<file path="src/hdl/assert_macros.svh">
// Assertion helpers shared by the noise block's RTL files.
`ifndef ASSERT_MACROS_SVH
`define ASSERT_MACROS_SVH

// Same-cycle implication under an active-low reset.
`define FVN_ASSERT_IMP(lbl, clk, rstn, ante, cons, msg) \
	lbl: assert property (@(posedge clk) disable iff (!rstn) (ante) |-> (cons)) \
	else $error(msg);

// Next-cycle implication under an active-low reset.
`define FVN_ASSERT_NXT(lbl, clk, rstn, ante, cons, msg) \
	lbl: assert property (@(posedge clk) disable iff (!rstn) (ante) |=> (cons)) \
	else $error(msg);

`endif

</file>
<file path="src/hdl/fvn_pkg.sv">
// ----------------------------------------------------------------------------
// fvn_pkg
// Shared constants, types and the hash-to-unit mapping of the value noise block.
// ----------------------------------------------------------------------------
`timescale 1ns / 1ps
`default_nettype none

package fvn_pkg;

	// Fixed formats.
	localparam int FRAC_BITS       = 16;
	localparam int MAX_OCTAVES_DEF = 8;
	localparam int COORD_W         = 32;
	localparam int NOISE_W         = 17;
	localparam int OCT_CNT_W       = 4;
	localparam int PERS_W          = 17;
	localparam int INV_W           = 24;
	localparam int SEED_W          = 32;
	localparam int QUOT_W          = 18;
	localparam int PADDR_W         = 4;
	localparam int PDATA_W         = 32;

	// Register map.
	typedef enum logic [1:0] {
		REG_OCTAVES    = 2'd0,
		REG_PERSIST    = 2'd1,
		REG_INV_PERIOD = 2'd2,
		REG_SEED       = 2'd3
	} reg_idx_t;

	// Register reset values.
	localparam logic [OCT_CNT_W-1:0] OCTAVES_RST = 4'd1;
	localparam logic [PERS_W-1:0]    PERSIST_RST = 17'd32768;
	localparam logic [INV_W-1:0]     INV_RST     = 24'd65536;
	localparam logic [SEED_W-1:0]    SEED_RST    = 32'd0;

	// Hash constants.
	localparam logic [31:0] HASH_KX    = 32'd72699;
	localparam logic [31:0] HASH_KY    = 32'd31976;
	localparam logic [31:0] HASH_KZ    = 32'd16863;
	localparam logic [31:0] HASH_KS    = 32'd561;
	localparam logic [31:0] HASH_MUL   = 32'd11126;
	localparam logic [31:0] HASH_ADD1  = 32'd98756;
	localparam logic [31:0] HASH_ADD2  = 32'd423005601;
	localparam logic [31:0] HASH_MASK  = 32'h7fffffff;
	localparam int          HASH_SHIFT = 13;

	localparam logic [NOISE_W-1:0] NOISE_ONE = 17'd65536;

	// Divider status seen by the sequencer.
	typedef struct packed {
		logic busy;
		logic done;
	} div_stat_t;

	// Maps a 31-bit hash to Q1.16 with rounding: (h*65536 + 2^30-1) / (2^31-1).
	// The quotient estimate x>>31 is off by at most one, fixed by one compare.
	function automatic logic [NOISE_W-1:0] hash_to_unit(input logic [31:0] h);
		logic [47:0]        x;
		logic [NOISE_W-1:0] q0;
		logic [31:0]        r0;
		x  = {1'b0, h[30:0], 16'b0} + 48'h3fffffff;
		q0 = x[47:31];
		r0 = {1'b0, x[30:0]} + 32'(q0);
		return (r0 >= HASH_MASK) ? q0 + 17'd1 : q0;
	endfunction

endpackage

`default_nettype wire

</file>
<file path="src/hdl/fvn_sample_if.sv">
// ----------------------------------------------------------------------------
// fvn_sample_if
// Valid/ready channel that carries one sample point per item.
// ----------------------------------------------------------------------------
`timescale 1ns / 1ps
`default_nettype none

interface fvn_sample_if;
	logic                                valid;
	logic                                ready;
	logic signed [fvn_pkg::COORD_W-1:0]  coord_x;
	logic signed [fvn_pkg::COORD_W-1:0]  coord_y;
	logic signed [fvn_pkg::COORD_W-1:0]  coord_z;

	modport source (output valid, output coord_x, output coord_y, output coord_z,
		input ready);
	modport sink (input valid, input coord_x, input coord_y, input coord_z,
		output ready);
endinterface

`default_nettype wire

</file>
<file path="src/hdl/fvn_result_if.sv">
// ----------------------------------------------------------------------------
// fvn_result_if
// Valid/ready channel that carries one noise value per item.
// ----------------------------------------------------------------------------
`timescale 1ns / 1ps
`default_nettype none

interface fvn_result_if;
	logic                         valid;
	logic                         ready;
	logic [fvn_pkg::NOISE_W-1:0]  noise_value;

	modport source (output valid, output noise_value, input ready);
	modport sink (input valid, input noise_value, output ready);
endinterface

`default_nettype wire

</file>
<file path="src/hdl/fractal_value_noise_3d.sv">
// ----------------------------------------------------------------------------
// fractal_value_noise_3d
// Fractal 3D value noise: scaled point, per-octave lattice hash, trilinear
// blend and weighted octave sum on one shared multiplier, then a normalizing divide.
// ----------------------------------------------------------------------------
// Channel   Dir  Payload                          Handshake
// sample    in   coord_x, coord_y, coord_z (Q16.16) valid/ready
// result    out  noise_value (Q1.16, 0..65536)    valid/ready
// config    in   APB registers 0..3 at 4*i        psel/penable/pwrite, pready=1
//
// For N octaves an item passes through a scaling step per axis, then per octave
// a setup step, 8 steps per corner hash, 7 blends and 2 weight steps, then the
// divide and an output step; with N=0 it goes from acceptance straight to the
// output step.
// The block takes one item at a time; sample.ready is high only while idle.
// A result waits in the output register while the next item is accepted.
// Reset is asynchronous and active low; it clears control and sets the config registers to their reset values.
// ----------------------------------------------------------------------------
`timescale 1ns / 1ps
`default_nettype none
`include "assert_macros.svh"

module fractal_value_noise_3d #(
	parameter int MAX_OCTAVES = fvn_pkg::MAX_OCTAVES_DEF
) (
	input  wire logic                          clk,
	input  wire logic                          arst_n,
	input  wire logic                          psel,
	input  wire logic                          penable,
	input  wire logic                          pwrite,
	input  wire logic [fvn_pkg::PADDR_W-1:0]   paddr,
	input  wire logic [fvn_pkg::PDATA_W-1:0]   pwdata,
	output logic      [fvn_pkg::PDATA_W-1:0]   prdata,
	output logic                               pready,
	fvn_sample_if.sink                         sample,
	fvn_result_if.source                       result
);
	import fvn_pkg::*;

	localparam int F      = FRAC_BITS;
	localparam int OCT_W  = $clog2(MAX_OCTAVES + 1);
	localparam int W_W    = 17 + MAX_OCTAVES;
	localparam int WS_W   = W_W + OCT_W;
	localparam int ACC_W  = W_W + NOISE_W + OCT_W;
	localparam int NUM_W  = ACC_W + 1;
	localparam int MUL_W  = (W_W + 1 > 33) ? W_W + 1 : 33;
	localparam int PROD_W = 2 * MUL_W;
	localparam int S_W    = INV_W + F;
	localparam int SH_W   = S_W + MAX_OCTAVES + 8;
	localparam int SCL_LO = COORD_W - F;
	localparam int SCL_HI = COORD_W + INV_W - 1;

	typedef enum logic [3:0] {
		ST_IDLE, ST_SCALE, ST_SETUP, ST_HASH, ST_LERP,
		ST_ACCUM, ST_WEIGHT, ST_DIV, ST_OUT
	} state_t;

	// Configuration registers.
	logic [OCT_CNT_W-1:0] oct_cnt_q;
	logic [PERS_W-1:0]    pers_q;
	logic [INV_W-1:0]     inv_q;
	logic [SEED_W-1:0]    seed_q;

	// Control.
	state_t           state_q;
	logic [1:0]       axis_q;
	logic [OCT_W-1:0] oct_q;
	logic [OCT_W-1:0] n_oct_q;
	logic [2:0]       corner_q;
	logic [2:0]       hstep_q;
	logic [2:0]       lerp_q;
	logic             out_valid_q;

	// Datapath.
	logic signed [COORD_W-1:0] coord_q [3];
	logic signed [S_W-1:0]     s_q [3];
	logic [31:0]               c_q [3];
	logic [F-1:0]              f_q [3];
	logic [31:0]               hacc_q;
	logic [31:0]               hn_q;
	logic [31:0]               ht_q;
	logic [NOISE_W-1:0]        q_q [8];
	logic [W_W-1:0]            w_q;
	logic [WS_W-1:0]           wsum_q;
	logic [ACC_W-1:0]          acc_q;
	logic [NOISE_W-1:0]        res_q;
	logic [NOISE_W-1:0]        noise_q;

	// Combinational signals.
	logic                      in_fire;
	logic                      out_load;
	logic                      cfg_wr;
	logic [OCT_W-1:0]          n_clamp;
	logic                      last_oct;
	logic signed [MUL_W-1:0]   mul_a;
	logic signed [MUL_W-1:0]   mul_b;
	logic signed [PROD_W-1:0]  mul_p;
	logic [31:0]               p32;
	logic signed [COORD_W-1:0] coord_sel;
	logic [31:0]               seed_i;
	logic [31:0]               ccx;
	logic [31:0]               ccy;
	logic [31:0]               ccz;
	logic [31:0]               hsum;
	logic [31:0]               hmask;
	logic [31:0]               hxor;
	logic [31:0]               hfin;
	logic signed [17:0]        lerp_d;
	logic [F-1:0]              lerp_t;
	logic signed [PROD_W-1:0]  lerp_rnd;
	logic [17:0]               lerp_sum;
	logic [SH_W-1:0]           sh [3];
	logic [NUM_W-1:0]          div_num;
	logic                      div_start;
	div_stat_t                 div_stat;
	logic [QUOT_W-1:0]         div_quot;

	assign in_fire   = sample.valid && sample.ready;
	assign out_load  = !out_valid_q || result.ready;
	assign cfg_wr    = psel && penable && pwrite;
	assign n_clamp   = (32'(oct_cnt_q) > MAX_OCTAVES) ? OCT_W'(MAX_OCTAVES)
		: OCT_W'(oct_cnt_q);
	assign last_oct  = (OCT_W'(oct_q + 1'b1) == n_oct_q);
	assign div_start = (state_q == ST_WEIGHT) && last_oct;
	assign div_num   = NUM_W'(acc_q) + NUM_W'(wsum_q >> 1);

	// APB register file.
	always_ff @(posedge clk or negedge arst_n) begin
		if (!arst_n) begin
			oct_cnt_q <= OCTAVES_RST;
			pers_q    <= PERSIST_RST;
			inv_q     <= INV_RST;
			seed_q    <= SEED_RST;
		end else if (cfg_wr) begin
			case (reg_idx_t'(paddr[3:2]))
				REG_OCTAVES:    oct_cnt_q <= pwdata[OCT_CNT_W-1:0];
				REG_PERSIST:    pers_q    <= pwdata[PERS_W-1:0];
				REG_INV_PERIOD: inv_q     <= pwdata[INV_W-1:0];
				REG_SEED:       seed_q    <= pwdata[SEED_W-1:0];
				default:        ;
			endcase
		end
	end

	// Register read back.
	always_comb begin
		case (reg_idx_t'(paddr[3:2]))
			REG_OCTAVES:    prdata = PDATA_W'(oct_cnt_q);
			REG_PERSIST:    prdata = PDATA_W'(pers_q);
			REG_INV_PERIOD: prdata = PDATA_W'(inv_q);
			REG_SEED:       prdata = PDATA_W'(seed_q);
			default:        prdata = '0;
		endcase
	end
	assign pready = 1'b1;

	// Operand terms for the hash steps.
	always_comb begin
		seed_i = seed_q + 32'(oct_q);
		ccx    = c_q[0] + 32'(corner_q[0]);
		ccy    = c_q[1] + 32'(corner_q[1]);
		ccz    = c_q[2] + 32'(corner_q[2]);
		case (axis_q)
			2'd0:    coord_sel = coord_q[0];
			2'd1:    coord_sel = coord_q[1];
			default: coord_sel = coord_q[2];
		endcase
		lerp_d = $signed({1'b0, q_q[1]}) - $signed({1'b0, q_q[0]});
		if (lerp_q < 3'd4) begin
			lerp_t = f_q[0];
		end else if (lerp_q < 3'd6) begin
			lerp_t = f_q[1];
		end else begin
			lerp_t = f_q[2];
		end
	end

	// Shared multiplier operand select.
	always_comb begin
		mul_a = '0;
		mul_b = '0;
		case (state_q)
			ST_SCALE: begin
				mul_a = MUL_W'(coord_sel);
				mul_b = MUL_W'(inv_q);
			end
			ST_HASH: begin
				case (hstep_q)
					3'd0: begin
						mul_a = MUL_W'(ccx);
						mul_b = MUL_W'(HASH_KX);
					end
					3'd1: begin
						mul_a = MUL_W'(ccy);
						mul_b = MUL_W'(HASH_KY);
					end
					3'd2: begin
						mul_a = MUL_W'(ccz);
						mul_b = MUL_W'(HASH_KZ);
					end
					3'd3: begin
						mul_a = MUL_W'(seed_i);
						mul_b = MUL_W'(HASH_KS);
					end
					3'd4: begin
						mul_a = MUL_W'(hn_q);
						mul_b = MUL_W'(hn_q);
					end
					3'd5: begin
						mul_a = MUL_W'(ht_q);
						mul_b = MUL_W'(HASH_MUL);
					end
					3'd6: begin
						mul_a = MUL_W'(hn_q);
						mul_b = MUL_W'(ht_q);
					end
					default: ;
				endcase
			end
			ST_LERP: begin
				mul_a = MUL_W'(lerp_d);
				mul_b = MUL_W'(lerp_t);
			end
			ST_ACCUM: begin
				mul_a = MUL_W'(w_q);
				mul_b = MUL_W'(q_q[0]);
			end
			ST_WEIGHT: begin
				mul_a = MUL_W'(w_q);
				mul_b = MUL_W'(pers_q);
			end
			default: ;
		endcase
	end

	assign mul_p = mul_a * mul_b;
	assign p32   = mul_p[31:0];

	// Hash post-processing and blend rounding.
	always_comb begin
		hsum     = hacc_q + p32;
		hmask    = hsum & HASH_MASK;
		hxor     = (hmask >> HASH_SHIFT) ^ hmask;
		hfin     = (p32 + HASH_ADD2) & HASH_MASK;
		lerp_rnd = (mul_p + (PROD_W'(1) <<< (F - 1))) >>> F;
		lerp_sum = {1'b0, q_q[0]} + lerp_rnd[17:0];
	end

	// Lattice cell and fraction of the current octave.
	always_comb begin
		for (int k = 0; k < 3; k++) begin
			sh[k] = SH_W'(s_q[k]) << oct_q;
		end
	end

	// Sequencer.
	always_ff @(posedge clk or negedge arst_n) begin
		if (!arst_n) begin
			state_q     <= ST_IDLE;
			axis_q      <= '0;
			oct_q       <= '0;
			n_oct_q     <= '0;
			corner_q    <= '0;
			hstep_q     <= '0;
			lerp_q      <= '0;
			out_valid_q <= 1'b0;
		end else begin
			if (result.ready && !(state_q == ST_OUT && out_load)) begin
				out_valid_q <= 1'b0;
			end
			case (state_q)
				ST_IDLE: begin
					if (in_fire) begin
						n_oct_q <= n_clamp;
						axis_q  <= '0;
						oct_q   <= '0;
						state_q <= (n_clamp == '0) ? ST_OUT : ST_SCALE;
					end
				end
				ST_SCALE: begin
					axis_q <= axis_q + 1'b1;
					if (axis_q == 2'd2) begin
						state_q <= ST_SETUP;
					end
				end
				ST_SETUP: begin
					corner_q <= '0;
					hstep_q  <= '0;
					state_q  <= ST_HASH;
				end
				ST_HASH: begin
					hstep_q <= hstep_q + 1'b1;
					if (hstep_q == 3'd7) begin
						corner_q <= corner_q + 1'b1;
						if (corner_q == 3'd7) begin
							lerp_q  <= '0;
							state_q <= ST_LERP;
						end
					end
				end
				ST_LERP: begin
					lerp_q <= lerp_q + 1'b1;
					if (lerp_q == 3'd6) begin
						state_q <= ST_ACCUM;
					end
				end
				ST_ACCUM: begin
					state_q <= ST_WEIGHT;
				end
				ST_WEIGHT: begin
					if (last_oct) begin
						state_q <= ST_DIV;
					end else begin
						oct_q   <= OCT_W'(oct_q + 1'b1);
						state_q <= ST_SETUP;
					end
				end
				ST_DIV: begin
					if (div_stat.done) begin
						state_q <= ST_OUT;
					end
				end
				ST_OUT: begin
					if (out_load) begin
						out_valid_q <= 1'b1;
						state_q     <= ST_IDLE;
					end
				end
				default: state_q <= ST_IDLE;
			endcase
		end
	end

	// Datapath registers.
	always_ff @(posedge clk) begin
		case (state_q)
			ST_IDLE: begin
				if (in_fire) begin
					coord_q[0] <= sample.coord_x;
					coord_q[1] <= sample.coord_y;
					coord_q[2] <= sample.coord_z;
					w_q        <= W_W'(NOISE_ONE);
					wsum_q     <= '0;
					acc_q      <= '0;
					res_q      <= '0;
				end
			end
			ST_SCALE: begin
				s_q[axis_q] <= mul_p[SCL_HI:SCL_LO];
			end
			ST_SETUP: begin
				for (int k = 0; k < 3; k++) begin
					c_q[k] <= sh[k][F+31:F];
					f_q[k] <= sh[k][F-1:0];
				end
			end
			ST_HASH: begin
				case (hstep_q)
					3'd0:    hacc_q <= p32;
					3'd1:    hacc_q <= hsum;
					3'd2:    hacc_q <= hsum;
					3'd3:    hn_q   <= hxor;
					3'd4:    ht_q   <= p32;
					3'd5:    ht_q   <= p32 + HASH_ADD1;
					3'd6:    hn_q   <= hfin;
					default: begin
						// Corner values enter at the top and settle in order.
						for (int k = 0; k < 7; k++) begin
							q_q[k] <= q_q[k+1];
						end
						q_q[7] <= hash_to_unit(hn_q);
					end
				endcase
			end
			ST_LERP: begin
				// Consume the two oldest values and queue the blend behind the rest.
				for (int k = 0; k < 6; k++) begin
					q_q[k] <= (k == 6 - int'(lerp_q)) ? lerp_sum[NOISE_W-1:0] : q_q[k+2];
				end
				if (lerp_q == 3'd0) begin
					q_q[6] <= lerp_sum[NOISE_W-1:0];
				end
			end
			ST_ACCUM: begin
				acc_q  <= acc_q + ACC_W'(mul_p);
				wsum_q <= wsum_q + WS_W'(w_q);
			end
			ST_WEIGHT: begin
				w_q <= W_W'((mul_p + PROD_W'(32768)) >>> 16);
			end
			ST_DIV: begin
				if (div_stat.done) begin
					res_q <= (div_quot > QUOT_W'(NOISE_ONE)) ? NOISE_ONE
						: div_quot[NOISE_W-1:0];
				end
			end
			ST_OUT: begin
				if (out_load) begin
					noise_q <= res_q;
				end
			end
			default: ;
		endcase
	end

	// Final normalization by the weight sum.
	fvn_div #(
		.NUM_W (NUM_W),
		.DEN_W (WS_W),
		.Q_W   (QUOT_W)
	) u_div (
		.clk    (clk),
		.arst_n (arst_n),
		.start  (div_start),
		.num    (div_num),
		.den    (wsum_q),
		.stat   (div_stat),
		.quot   (div_quot)
	);

	assign sample.ready       = (state_q == ST_IDLE);
	assign result.valid       = out_valid_q;
	assign result.noise_value = noise_q;

	`FVN_ASSERT_IMP(a_out_range, clk, arst_n, out_valid_q, noise_q <= NOISE_ONE, "noise out of range")
	`FVN_ASSERT_IMP(a_div_state, clk, arst_n, div_stat.busy, state_q == ST_DIV, "divider busy outside divide")
	`FVN_ASSERT_IMP(a_oct_range, clk, arst_n, state_q == ST_HASH, oct_q < n_oct_q, "octave index past count")

endmodule

`default_nettype wire

</file>
<file path="src/hdl/fvn_div.sv">
// ----------------------------------------------------------------------------
// fvn_div
// Restoring divider, one quotient bit per cycle, for the final normalization.
// ----------------------------------------------------------------------------
`timescale 1ns / 1ps
`default_nettype none
`include "assert_macros.svh"

module fvn_div #(
	parameter int NUM_W = 48,
	parameter int DEN_W = 29,
	parameter int Q_W   = 18
) (
	input  wire logic               clk,
	input  wire logic               arst_n,
	input  wire logic               start,
	input  wire logic [NUM_W-1:0]   num,
	input  wire logic [DEN_W-1:0]   den,
	output fvn_pkg::div_stat_t      stat,
	output logic      [Q_W-1:0]     quot
);
	import fvn_pkg::*;

	localparam int CNT_W = $clog2(Q_W + 1);

	logic             busy_q;
	logic             done_q;
	logic [CNT_W-1:0] cnt_q;
	logic [DEN_W-1:0] rem_q;
	logic [DEN_W-1:0] den_q;
	logic [Q_W-1:0]   quo_q;
	logic [DEN_W:0]   trial;
	logic             ge;
	logic [DEN_W:0]   diff;

	// Trial subtraction; the caller guarantees num >> Q_W is below den.
	always_comb begin
		trial = {rem_q, quo_q[Q_W-1]};
		ge    = (trial >= {1'b0, den_q});
		diff  = trial - {1'b0, den_q};
	end

	// Step control.
	always_ff @(posedge clk or negedge arst_n) begin
		if (!arst_n) begin
			busy_q <= 1'b0;
			done_q <= 1'b0;
			cnt_q  <= '0;
		end else begin
			done_q <= 1'b0;
			if (start) begin
				busy_q <= 1'b1;
				cnt_q  <= CNT_W'(Q_W);
			end else if (busy_q) begin
				cnt_q <= cnt_q - 1'b1;
				if (cnt_q == CNT_W'(1)) begin
					busy_q <= 1'b0;
					done_q <= 1'b1;
				end
			end
		end
	end

	// Remainder and quotient shift register.
	always_ff @(posedge clk) begin
		if (start) begin
			rem_q <= DEN_W'(num >> Q_W);
			quo_q <= num[Q_W-1:0];
			den_q <= den;
		end else if (busy_q) begin
			rem_q <= ge ? diff[DEN_W-1:0] : trial[DEN_W-1:0];
			quo_q <= {quo_q[Q_W-2:0], ge};
		end
	end

	assign stat.busy = busy_q;
	assign stat.done = done_q;
	assign quot      = quo_q;

	`FVN_ASSERT_IMP(a_done_not_busy, clk, arst_n, done_q, !busy_q, "divider done while busy")
	`FVN_ASSERT_NXT(a_start_busy, clk, arst_n, start, busy_q, "divider did not start")
	`FVN_ASSERT_IMP(a_busy_cnt, clk, arst_n, busy_q, cnt_q != '0, "divider count ran out")

endmodule

`default_nettype wire

</file>
<file path="src/flat_wrapper.sv">
// flat-port wrapper written by rule: the top's interface ports become plain ports
module fractal_value_noise_3d_flat import fvn_pkg::*;
#(
	parameter int MAX_OCTAVES = fvn_pkg::MAX_OCTAVES_DEF
)
  (clk, arst_n, psel, penable, pwrite, paddr, pwdata, prdata, pready, sample_valid, sample_coord_x, sample_coord_y, sample_coord_z, sample_ready, result_valid, result_noise_value, result_ready);
  fvn_sample_if sample_i ();
  fvn_result_if result_i ();
  input  wire logic clk;
  input  wire logic arst_n;
  input  wire logic psel;
  input  wire logic penable;
  input  wire logic pwrite;
  input  wire logic [fvn_pkg::PADDR_W-1:0] paddr;
  input  wire logic [fvn_pkg::PDATA_W-1:0] pwdata;
  output logic      [fvn_pkg::PDATA_W-1:0] prdata;
  output logic pready;
  input wire logic [$bits(sample_i.valid)-1:0] sample_valid;
  input wire logic [$bits(sample_i.coord_x)-1:0] sample_coord_x;
  input wire logic [$bits(sample_i.coord_y)-1:0] sample_coord_y;
  input wire logic [$bits(sample_i.coord_z)-1:0] sample_coord_z;
  output wire logic [$bits(sample_i.ready)-1:0] sample_ready;
  output wire logic [$bits(result_i.valid)-1:0] result_valid;
  output wire logic [$bits(result_i.noise_value)-1:0] result_noise_value;
  input wire logic [$bits(result_i.ready)-1:0] result_ready;
  assign sample_i.valid = sample_valid;
  assign sample_i.coord_x = sample_coord_x;
  assign sample_i.coord_y = sample_coord_y;
  assign sample_i.coord_z = sample_coord_z;
  assign sample_ready = sample_i.ready;
  assign result_valid = result_i.valid;
  assign result_noise_value = result_i.noise_value;
  assign result_i.ready = result_ready;
  fractal_value_noise_3d #(.MAX_OCTAVES(MAX_OCTAVES)) u_core (.clk(clk), .arst_n(arst_n), .psel(psel), .penable(penable), .pwrite(pwrite), .paddr(paddr), .pwdata(pwdata), .prdata(prdata), .pready(pready), .sample(sample_i), .result(result_i));
endmodule
</file>
<file path="config.mk">
export PLATFORM = sky130hd
export DESIGN_NAME = fractal_value_noise_3d_flat
export DESIGN_NICKNAME = d
export VERILOG_FILES = /design/src/hdl/fvn_pkg.sv /design/src/hdl/fvn_sample_if.sv /design/src/hdl/fvn_result_if.sv /design/src/hdl/fractal_value_noise_3d.sv /design/src/hdl/fvn_div.sv /design/src/flat_wrapper.sv
export VERILOG_INCLUDE_DIRS = /design/src /design/src/hdl
export SDC_FILE = /design/constraint.sdc
export NUM_CORES = 2
export LEC_CHECK = 0
export BUFFER_PORTS_ARGS = -buffer_cell sky130_fd_sc_hd__buf_4
export CAP_MARGIN = 20
export CORE_ASPECT_RATIO = 1.2
export CORE_MARGIN = 2
export CORE_UTILIZATION = 55
export CTS_BUF_LIST = sky130_fd_sc_hd__clkbuf_8 sky130_fd_sc_hd__clkbuf_16
export DETAILED_ROUTE_END_ITERATION = 16
export PLACE_DENSITY = 0.79
export SLEW_MARGIN = 20
export SYNTH_ARGS = -nofsm -noshare
export SYNTH_HDL_FRONTEND = slang
export SYNTH_HIERARCHICAL = 1
export SYNTH_SLANG_ARGS = --single-unit
</file>
<file path="constraint.sdc">
create_clock -name clk -period 21.8 [get_ports clk]
set_input_delay 3.27 -clock clk [delete_from_list [all_inputs] [get_ports clk]]
set_output_delay 3.27 -clock clk [all_outputs]
set_load 0.01 [all_outputs]
</file>
==> impl_metrics.env <==
export IMPL_slew_headroom_pct=12.55
export IMPL_cp_required_ns=22.33
export IMPL_max_stage_delay_ns=0.75
export IMPL_cts_tree="done"
export IMPL_clock_latency_ns=0.78
export IMPL_r2r_start="u_core/q_q[0][1]"
export IMPL_drc_errors=0
export IMPL_htree_levels=3
export IMPL_clock_path_buffers=3
export IMPL_groute_usage_overall_pct=39.27
export IMPL_antenna_found_initial=29
export IMPL_setup_worst_path_end_class="flop"
export IMPL_critical_path_class="flop to flop"
export IMPL_synthesis_nets=10920
export IMPL_tightest_slew_ns=1.307
export IMPL_die_h_um=450.2
export IMPL_ant_nets=0
export IMPL_r2r_slack_ns=5.61
export IMPL_startpoint_type="flop"
export IMPL_crit_path_start="u_core/q_q[0][1]"
export IMPL_reg2regPathDepth=43
export IMPL_wl_per_cell_um=28.38
export IMPL_drtIter0Drc=8448
export IMPL_dr_pass1_iters=9
export IMPL_register_area_um2=26740
export IMPL_nFillCells=13490
export IMPL_clock_sinks=908
export IMPL_finalCritPeriodShare_pct=74.26
export IMPL_multi_input_area_um2=58820
export IMPL_max_freq_mhz=61.77
export IMPL_drive_gt1_share_pct=10.08
export IMPL_cts_root_buffer="clkbuf_16"
export IMPL_cts_resized=0
export IMPL_grt_pass1_vias=74470
export IMPL_cap_violations=0
export IMPL_cts_setup_buffers=0
export IMPL_overflow=0
export IMPL_grt_first_pass_wirelength_mm=485.1
export IMPL_status="finished clean"
export IMPL_fin_nets=10960
export IMPL_area_growth_syn_to_layout_pct=8.430
export IMPL_cp_common_cell="fa_1"
export IMPL_setup_viol=0
export IMPL_clk_pin_slew_ns=0.06
export IMPL_syn_area_per_cell_um2=9.725
export IMPL_rsz0062_at_grt="false"
export IMPL_coreArea_um2=164600
export IMPL_r2r_end="u_core/q_q[0][50]"
export IMPL_hold_violations=0
export IMPL_yosysWarnings=6
export IMPL_vias=74110
export IMPL_initial_utilization_pct=55.44
export IMPL_port_buffers=187
export IMPL_min_delay_start="u_core/res_q[14]"
export IMPL_cp_slowest_cell="a221oi_1"
export IMPL_min_to="u_core/result.noise_value[14]"
export IMPL_die_w_um=375.8
export IMPL_hold_buffers=0
export IMPL_hold_depth=0
export IMPL_synth_cells=9383
export IMPL_grt_max_degree=89
export IMPL_cp_data_arrival_time_ns=16.72
export IMPL_finClkSkew_ns=0.06251
export IMPL_syn_cell_area_um2=91250
export IMPL_hpwl_mm=260.8
export IMPL_io_pins=191
export IMPL_via_per_inst=6.354
export IMPL_globalplace_congestion=1.049
export IMPL_maxSlewViolCount=0
export IMPL_row_count=163
export IMPL_cts_buffers=98
export IMPL_die_area_um2=169200
export IMPL_finalSetupTns_ns=0
export IMPL_routed_wl_mm=331.1
export IMPL_critPathMaxFanout=23
export IMPL_hold_class="flop to flop"
export IMPL_period_minus_slack_ns=16.19
[cell type report]
cell class                 instances  share of cell area, %
clock buffer                     108                  2.629
tap                             2145                  2.712
sequential                       908                  27.03
inverter                        1171                  4.447
clock inverter                    77                 0.5981
timing repair buffer             407                  3.111
multi-input combinational       6837                  59.44
antenna                           11                0.02782
[metrics by stage]
step / utilization (%) / area, um2 / setup WS [ns] / instances / hold slack, ns
floorplan: - / 91250 / 8.410 / 9383 / 0.4003
global placement: 58.12 / 95650 / 6.271 / 11470 / 0.4055
detailed placement: 58.13 / 95680 / 6.060 / 11470 / 0.4054
CTS: 60.07 / 98870 / 6.001 / 11650 / 0.4194
global route: 60.11 / 98930 / 5.209 / 11660 / 0.4272
finish: 60.12 / 98940 / 5.611 / 11660 / 0.4184
[flip-flops by register name, indices dropped and copies added (netlist names), 5 cells and up]
signal	cells
u_core/q_q	136
u_core/s_q	120
u_core/c_q	96
u_core/coord_q	96
u_core/f_q	48
u_core/acc_q	46
u_core/ht_q	32
u_core/seed_q	32
u_core/hacc_q	31
u_core/hn_q	31
u_core/u_div/den_q	29
u_core/u_div/rem_q	29
u_core/wsum_q	29
u_core/w_q	25
u_core/inv_q	24
u_core/u_div/quot	18
u_core/pers_q	17
u_core/res_q	17
u_core/result.noise_value	17
u_core/u_div/cnt_q	5
[worst max path at each step]
stage | end | slack, ns | cells after the start
final | u_core/q_q[0][50] | 5.61 | 43
after global routing | u_core/q_q[0][50] | 5.21 | 43
after CTS | u_core/q_q[0][50] | 6.00 | 43
after detailed placement | u_core/q_q[0][50] | 6.06 | 43
after global placement | u_core/q_q[0][50] | 6.27 | 45
after floorplan | u_core/q_q[0][50] | 8.41 | 49
[placed cells by master (no fill, tap or decap), types with 26 or more instances in the layout]
cell type,count
nor2_1,1024
or2_2,31
buf_4,403
o21a_1,34
a22oi_1,54
clkbuf_16,99
mux2i_1,178
xor2_1,162
ha_1,400
nor4_1,36
edfxtp_1,800
a31oi_1,89
nand4_1,65
a22o_1,44
and4_1,29
a222oi_1,32
xnor2_1,310
nand3_1,158
mux4_2,102
fa_1,999
o22ai_1,26
or3_1,39
nor3_1,104
o21bai_1,32
nor2b_1,75
a21oi_1,411
a211oi_1,67
nand2b_1,104
nand2_1,1054
mux2_2,123
inv_1,1178
dfrtp_1,101
o21ai_0,340
and2_1,98
and3_1,104
o211ai_1,33
a21o_1,108
[worst max-delay path, delay by kind of cell, from the launching register on]
| kind | cells | cell delay [ns] |
|---|---|---|
| buffers and inverters | 6 | 1.50 |
| adder cells (fa/ha/maj) | 11 | 5.09 |
| XOR/XNOR | 2 | 1.17 |
| AO/OA/AOI/OAI | 16 | 5.35 |
| AND/OR/NAND/NOR | 7 | 2.01 |
| multiplexers | 1 | 0.11 |
| flip-flops | 1 | 0.64 |
[layer usage]
metal	part of all wire, %	global-route usage, %	routed length [um]
met1	35	48.04	116800
met2	45	60.72	148900
met3	11	10.19	37220
met4	8.5	27.62	28050
met5	0.042	0	139
Power is left out: the tool's default activity adds up to more than one toggle a clock period on the data nets, which glitch-free logic cannot reach.
